<file path="src/rtl/core/ssm_pkg.sv">
// ssm_pkg: shared constants and types for the sorted sequence merge block.
// No dependencies. Used by ssm_list_ram, ssm_merge_ctrl and sorted_sequence_merge.
package ssm_pkg;

    // List capacity (1..32) and the widths that follow from it.
    localparam int DEPTH   = 32;
    localparam int ADDR_W  = (DEPTH > 1) ? $clog2(DEPTH) : 1;
    localparam int COUNT_W = $clog2(DEPTH + 1);
    localparam int DATA_W  = 32;

    // Command codes carried on the mode field.
    localparam logic [1:0] MODE_LOAD_A = 2'd0;
    localparam logic [1:0] MODE_LOAD_B = 2'd1;
    localparam logic [1:0] MODE_MERGE  = 2'd2;

    // One cycle's access to a list RAM: optional write plus a read.
    typedef struct packed {
        logic                     we;
        logic [ADDR_W-1:0]        waddr;
        logic signed [DATA_W-1:0] wdata;
        logic [ADDR_W-1:0]        raddr;
    } t_ram_req;

endpackage

</file>
<file path="src/rtl/core/sorted_sequence_merge.sv">
// sorted_sequence_merge: top level of the two-way sorted merge block.
// Depends on ssm_pkg, ssm_list_ram (two instances) and ssm_merge_ctrl.
//   Command channel: a transaction is taken at a rising edge with i_start high
//   and o_busy low. i_mode selects append to list A, append to list B, or
//   merge; i_value is the element to append and is ignored on a merge.
//   Appends never raise o_busy, so loads stream one per cycle while no merge
//   holds o_busy high. An append to a full list (DEPTH entries) is dropped and
//   sets a sticky overflow flag. The unused mode code is ignored.
//   Merge: o_busy stays high until the last entry of both lists is taken.
//   The first result appears once the state register is in the merge state
//   and the result registers hold the first compare, then one per cycle; the
//   RAMs' registered reads set the rate: each cycle compares the two heads,
//   fetches the one taken's successor. On equal heads B's element goes first.
//   Result channel: o_strobe marks each result for exactly one cycle; the
//   receiver cannot stall, there is no backpressure. o_is_last flags the final
//   element, o_overflowed reports the flag as it stood at the merge. A merge
//   of two empty lists gives no result but clears the flag; after a merge
//   both lists are empty and the flag is clear.
//   Reset (synchronous, active low) empties both lists and clears the flag;
//   the RAM contents are not cleared and need not be.
module sorted_sequence_merge (
    input  logic                              i_clk,
    input  logic                              i_rst_n,
    input  logic                              i_start,
    output logic                              o_busy,
    input  logic [1:0]                        i_mode,
    input  logic signed [ssm_pkg::DATA_W-1:0] i_value,
    output logic                              o_strobe,
    output logic signed [ssm_pkg::DATA_W-1:0] o_merged_value,
    output logic                              o_is_last,
    output logic                              o_overflowed
);

    ssm_pkg::t_ram_req                 req_a, req_b;
    logic signed [ssm_pkg::DATA_W-1:0] head_a, head_b;

    // List stores: read data is the current head of each list during a merge.
    ssm_list_ram u_list_a (
        .i_clk   (i_clk),
        .i_req   (req_a),
        .o_rdata (head_a)
    );

    ssm_list_ram u_list_b (
        .i_clk   (i_clk),
        .i_req   (req_b),
        .o_rdata (head_b)
    );

    // Counters, overflow flag, merge sequencer and result registers.
    ssm_merge_ctrl u_ctrl (
        .i_clk          (i_clk),
        .i_rst_n        (i_rst_n),
        .i_start        (i_start),
        .i_mode         (i_mode),
        .i_value        (i_value),
        .o_busy         (o_busy),
        .o_req_a        (req_a),
        .o_req_b        (req_b),
        .i_head_a       (head_a),
        .i_head_b       (head_b),
        .o_strobe       (o_strobe),
        .o_merged_value (o_merged_value),
        .o_is_last      (o_is_last),
        .o_overflowed   (o_overflowed)
    );

endmodule

</file>
<file path="src/rtl/core/ssm_list_ram.sv">
// ssm_list_ram: one list store, one write and one registered read per cycle.
// Depends on ssm_pkg for depth, widths and the request struct.
module ssm_list_ram (
    input  logic                             i_clk,
    input  ssm_pkg::t_ram_req                i_req,
    output logic signed [ssm_pkg::DATA_W-1:0] o_rdata
);

    logic signed [ssm_pkg::DATA_W-1:0] r_mem [ssm_pkg::DEPTH];
    logic signed [ssm_pkg::DATA_W-1:0] r_rdata;

    always_ff @(posedge i_clk) begin
        if (i_req.we) begin
            r_mem[i_req.waddr] <= i_req.wdata;
        end
        r_rdata <= r_mem[i_req.raddr];
    end

    assign o_rdata = r_rdata;

endmodule

</file>
<file path="src/rtl/core/ssm_merge_ctrl.sv">
// ssm_merge_ctrl: list fill counters, overflow flag and the merge sequencer.
// Depends on ssm_pkg; drives two ssm_list_ram instances through t_ram_req.
module ssm_merge_ctrl (
    input  logic                              i_clk,
    input  logic                              i_rst_n,
    input  logic                              i_start,
    input  logic [1:0]                        i_mode,
    input  logic signed [ssm_pkg::DATA_W-1:0] i_value,
    output logic                              o_busy,
    output ssm_pkg::t_ram_req                 o_req_a,
    output ssm_pkg::t_ram_req                 o_req_b,
    input  logic signed [ssm_pkg::DATA_W-1:0] i_head_a,
    input  logic signed [ssm_pkg::DATA_W-1:0] i_head_b,
    output logic                              o_strobe,
    output logic signed [ssm_pkg::DATA_W-1:0] o_merged_value,
    output logic                              o_is_last,
    output logic                              o_overflowed
);

    typedef enum logic {
        ST_IDLE,
        ST_MERGE
    } t_state;

    t_state                            r_state;
    logic [ssm_pkg::COUNT_W-1:0]       r_cnt_a, r_cnt_b;
    logic [ssm_pkg::COUNT_W-1:0]       r_ia, r_ib;
    logic [ssm_pkg::COUNT_W-1:0]       n_ia, n_ib;
    logic                              r_ovf;
    logic                              r_strobe;
    logic signed [ssm_pkg::DATA_W-1:0] r_value;
    logic                              r_last;
    logic                              r_ovf_out;

    logic accept, have_a, have_b, take_a, last;
    logic full_a, full_b;

    assign accept = i_start && (r_state == ST_IDLE);
    assign full_a = (r_cnt_a == ssm_pkg::COUNT_W'(ssm_pkg::DEPTH));
    assign full_b = (r_cnt_b == ssm_pkg::COUNT_W'(ssm_pkg::DEPTH));

    // Head compare; A wins only on strict less-than.
    assign have_a = (r_ia < r_cnt_a);
    assign have_b = (r_ib < r_cnt_b);
    assign take_a = (have_a && have_b) ? (i_head_a < i_head_b) : have_a;

    always_comb begin
        if (r_state == ST_MERGE) begin
            n_ia = r_ia + ssm_pkg::COUNT_W'(take_a);
            n_ib = r_ib + ssm_pkg::COUNT_W'(!take_a);
        end else begin
            n_ia = '0;
            n_ib = '0;
        end
    end

    assign last = (n_ia == r_cnt_a) && (n_ib == r_cnt_b);

    // Loads write at the fill count; reads always fetch the next head.
    always_comb begin
        o_req_a.we    = accept && (i_mode == ssm_pkg::MODE_LOAD_A) && !full_a;
        o_req_a.waddr = r_cnt_a[ssm_pkg::ADDR_W-1:0];
        o_req_a.wdata = i_value;
        o_req_a.raddr = n_ia[ssm_pkg::ADDR_W-1:0];
        o_req_b.we    = accept && (i_mode == ssm_pkg::MODE_LOAD_B) && !full_b;
        o_req_b.waddr = r_cnt_b[ssm_pkg::ADDR_W-1:0];
        o_req_b.wdata = i_value;
        o_req_b.raddr = n_ib[ssm_pkg::ADDR_W-1:0];
    end

    always_ff @(posedge i_clk) begin
        r_ia    <= n_ia;
        r_ib    <= n_ib;
        r_value <= take_a ? i_head_a : i_head_b;
        r_last  <= last;
        r_ovf_out <= r_ovf;
        if (!i_rst_n) begin
            r_state  <= ST_IDLE;
            r_cnt_a  <= '0;
            r_cnt_b  <= '0;
            r_ovf    <= 1'b0;
            r_strobe <= 1'b0;
        end else begin
            r_strobe <= 1'b0;
            case (r_state)
                ST_IDLE: begin
                    if (accept) begin
                        case (i_mode)
                            ssm_pkg::MODE_LOAD_A: begin
                                if (full_a) r_ovf <= 1'b1;
                                else        r_cnt_a <= r_cnt_a + 1'b1;
                            end
                            ssm_pkg::MODE_LOAD_B: begin
                                if (full_b) r_ovf <= 1'b1;
                                else        r_cnt_b <= r_cnt_b + 1'b1;
                            end
                            ssm_pkg::MODE_MERGE: begin
                                if (r_cnt_a == '0 && r_cnt_b == '0) begin
                                    r_ovf <= 1'b0;   // empty merge: no transaction
                                end else begin
                                    r_state <= ST_MERGE;
                                end
                            end
                            default: ;               // unused code
                        endcase
                    end
                end
                ST_MERGE: begin
                    r_strobe <= 1'b1;
                    if (last) begin
                        r_state <= ST_IDLE;
                        r_cnt_a <= '0;
                        r_cnt_b <= '0;
                        r_ovf   <= 1'b0;
                    end
                end
                default: r_state <= ST_IDLE;
            endcase
        end
    end

    assign o_busy         = (r_state != ST_IDLE);
    assign o_strobe       = r_strobe;
    assign o_merged_value = r_value;
    assign o_is_last      = r_last;
    assign o_overflowed   = r_ovf_out;

endmodule

</file>
<file path="config.mk">
export PLATFORM = sky130hd
export DESIGN_NAME = sorted_sequence_merge
export DESIGN_NICKNAME = d
export VERILOG_FILES = /design/src/rtl/core/ssm_pkg.sv /design/src/rtl/core/sorted_sequence_merge.sv /design/src/rtl/core/ssm_list_ram.sv /design/src/rtl/core/ssm_merge_ctrl.sv
export SDC_FILE = /design/constraint.sdc
export NUM_CORES = 2
export LEC_CHECK = 0
export BUFFER_PORTS_ARGS = -buffer_cell sky130_fd_sc_hd__buf_2
export CORE_ASPECT_RATIO = 0.6
export CORE_MARGIN = 1.5
export CORE_UTILIZATION = 35
export DETAILED_ROUTE_END_ITERATION = 10
export GPL_ROUTABILITY_DRIVEN = 0
export PLACE_DENSITY = 0.56
export SYNTH_ARGS = -nofsm -noshare
export SYNTH_HDL_FRONTEND = slang
export SYNTH_SLANG_ARGS = --single-unit
</file>
<file path="constraint.sdc">
create_clock -name i_clk -period 8.1 [get_ports i_clk]
set_clock_uncertainty 0.15 [all_clocks]
set_input_delay 0.81 -clock i_clk [delete_from_list [all_inputs] [get_ports i_clk]]
set_output_delay 0.81 -clock i_clk [all_outputs]
set_load 0.01 [all_outputs]
</file>
==> reports/results.txt <==
peak supply drop: 158 uV
clock slew at reported path FFs: 0.07 ns
# nets final: 5,950
unrepaired setup endpoints after global routing: no
via count: 52,800
Worst Reg-to-Reg Cells: 19
Final Max Slew Viols: 0
DIE HEIGHT: 382 um
Hold Buf Count CTS: 0
total CTS buffers: 194
Tcrit/Tclk final: 0.833
TNS Setup: 0 ns
endpoints failing setup: 0
Final ANT Viol Nets: 0
global-route wire length before repair: 365,000 um
Via density: 5.75
Leak: 30.3 nW
most common cell after layout, fill and taps aside: edfxtp_1
flop2flop setup slack: 1.35 ns
maximum fanout along the worst path: 94
number of fill cells in the layout: 21,700
CP startpoint kind: flop
Area Growth Syn to Fin: 13.4%
1st-pass router iterations: 5
capture point of the worst reg-to-reg path: u_list_b.o_rdata[27]
row count: 139
Worst Path Buf+Inv: 3
Die X: 635 um
GRT Util Overall: 0.206
CTS sink cnt: 2,173
commonest non-fill, non-tap cells in the layout: edfxtp_1 (2,048), nand2_1 (1,086), nand3_1 (541), o221ai_1 (512), a21oi_1 (335)
Hold Path Class: input pin to flop
Main synth FF type: edfxtp_1
status: finished clean
WP data required: 8.71 ns
gr ovfl total: 0
Total Power: 22.0 mW
later-pin clock latency in the skew report: 0.83 ns
Synth Warn #: 0
Root Buffer: clkbuf_16
ranking of synthesized cells by area: edfxtp_1 (73%), o221ai_1 (5.3%), nand2_1 (4.9%), nand3_1 (3.2%), dfxtp_1 (3.0%)
initial DRC count: 7,699
Die Footprint: 243,000 sq um
crit-path leading delay family: compound AO/OA/AOI/OAI gates
IO Pins: 73
synthesized area per cell: 14.4 sq um
worst r2r src: u_list_a.o_rdata[10]
CP max-delay cell: a211oi_1
post-synth cell types: 56
Synth top area share: 0.733
pin count of the biggest net entering global routing: 176
Detailed Route WL: 258,000 um
Core Box Area: 239,000 sq um
initial core utilization: 0.351
number of synthesized flops with an enable pin: 2,048
Hold Crit Depth: 3
CTS H-Tree Depth: 4
Post-CTS Setup Inserts: 0
CP Cell Sequence: ha_1 > a21oi_1 > a21boi_0 > a2111oi_0 > o21ai_0 > a211oi_1 > o21ai_4 > ha_1 > ha_1 > xor2_1 > nand2_8 > inv_8 > buf_12 > buf_12 > o221ai_1 > a21oi_1 > a311oi_1 > a211oi_1 > a21o_1
Final Critical Period: 6.75 ns
Post-route DRC: 0
largest area contributor in the netlist: edfxtp_1
Wirelength per Cell: 28.1 um
sequential share of the synthesized area: 0.763
post-detail-place hpwl: 133,000 um
Max Cap Viol: 0
Clock Path Buffers: 4
initial antenna violation count: 17
CTS tree: done
Worst Hold Launch: i_rst_n
Yosys reg bits: 2,173
Netlist Area Pre-Place: 83,900 sq um
Worst Setup End Kind: flop
final hold vios: 0
Worst Path Arrival: 7.36 ns
cts repair resizes: 0
Hold Path End: u_ctrl.r_cnt_b[2]
Net Count, Synth: 5,924
Slew @ Worst Pin: 1.28 ns
number of global-route vias before repair: 49,400
# port buffers: 72
critical path's most frequent cell: ha_1
worst rel slew slack: 0.145
Pwr Density: 231 nW/um^2
Synth Instances: 5,831
type of the worst setup path: flop to flop
asr flop ratio synth: 0
ratio of cells with drive above 1 in the final layout: 0.107
fmax: 148 MHz
Critical Path Max Stage Delay: 1.07 ns
[kinds of logic (layout without fill, tap and decap cells)]
kind of cell,after synthesis,count (layout),synth area share
other,0,4,0
adders and majority gates,56,56,0.00835
buffers and inverters,512,692,0.0235
AOI/OAI and AO/OA,1309,1309,0.115
xor gates and xnor gates,20,20,0.00225
muxes,2,2,0.000239
and+or+nand+nor,1759,1759,0.0882
DFF,2173,2173,0.763
[worst register-to-register path, stage by stage, from the launching register on]
cell and delay, ns:
dfxtp_1 0.53, ha_1 0.33, a21oi_1 0.13, a21boi_0 0.10, a2111oi_0 0.47, o21ai_0 0.25
a211oi_1 0.62, o21ai_4 0.14, ha_1 0.22, ha_1 0.21, xor2_1 0.35, nand2_8 0.35
inv_8 0.33, buf_12 0.36, buf_12 0.41, o221ai_1 0.21, a21oi_1 0.19, a311oi_1 0.08
a211oi_1 1.07, a21o_1 0.18
[sequential cells by signal, summed over array words and instances (netlist names), 6 cells and up]
signal                 cells
u_list_a.r_mem          1024
u_list_b.r_mem          1024
u_ctrl.o_merged_value     32
u_list_a.o_rdata          32
u_list_b.o_rdata          32
u_ctrl.r_cnt_a             6
u_ctrl.r_cnt_b             6
u_ctrl.r_ia                6
u_ctrl.r_ib                6
[power by group]
part / internal (mW) / switching (mW) / total (mW)
combinational: 0.112 / 0.452 / 0.564
sequential: 12.3 / 0.0303 / 12.3
clock: 5.01 / 4.12 / 9.13
total: 17.4 / 4.60 / 22.0
[area by class of cell]
class	instances	area, sq um	share of cell area
sequential	2173	64000	0.672
multi-input combinational	3146	18600	0.195
clock buffer	262	5350	0.0562
tap	3172	3970	0.0417
timing repair buffer	285	2280	0.0240
clock inverter	88	739	0.00777
inverter	57	264	0.00277
antenna	4	10.0	0.000105
[how the worst max path moves through the flow]
stage                         start              endpoint  slack (ns)  cells after the start
2_1_floorplan     u_ctrl.r_cnt_a[3]     u_ctrl.r_cnt_a[2]        3.66                     19
3_3_place_gp   u_list_a.o_rdata[10]   u_list_b.o_rdata[8]        1.19                     18
3_5_place_dp   u_list_a.o_rdata[10]  u_list_b.o_rdata[25]        1.33                     19
4_1_cts        u_list_a.o_rdata[10]  u_list_b.o_rdata[25]        1.30                     19
5_1_grt        u_list_a.o_rdata[10]  u_list_b.o_rdata[27]        0.79                     19
6_report       u_list_a.o_rdata[10]  u_list_b.o_rdata[27]        1.35                     19
[cells in the mapped netlist (4+ instances only)]
| library cell | instances |
|---|---|
| a31oi_1 | 132 |
| nand3_1 | 541 |
| o31ai_1 | 4 |
| nand2_1 | 1091 |
| clkbuf_1 | 388 |
| a21oi_1 | 336 |
| dfxtp_1 | 125 |
| inv_2 | 4 |
| ha_1 | 56 |
| inv_1 | 49 |
| and3_1 | 5 |
| nor2_1 | 84 |
| nor4_1 | 4 |
| nand4_1 | 10 |
| nor3_1 | 6 |
| nand2b_1 | 5 |
| xnor2_1 | 13 |
| a21o_1 | 65 |
| o2bb2ai_1 | 32 |
| a311oi_1 | 128 |
| buf_2 | 27 |
| buf_1 | 38 |
| o21ai_0 | 15 |
| edfxtp_1 | 2048 |
| xor2_1 | 6 |
| a211oi_1 | 65 |
| o221ai_1 | 512 |
[per-layer routing]
metal / track usage / vias to the layer above / share of wire
met3: 0.0581 / 277 / 0.12
met4: 0.0351 / 4 / 0.016
li1: - / 22900 / -
met2: 0.286 / 2739 / 0.41
met1: 0.320 / 26900 / 0.45
met5: 0 / - / 0.000089
[through the flow]
step	cells	setup slack [ns]	utilization	hold WS [ns]	instance area, sq um
floorplan	5831	3.66	-	0.181	83900
global placement	8833	1.19	0.373	0.310	89100
detailed placement	8833	1.33	0.373	0.314	89100
CTS	9183	1.30	0.399	0.192	95200
global route	9184	0.791	0.399	0.240	95200
finish	9187	1.35	0.399	0.236	95200
No activity file was read; power rests on OpenSTA's default activity.
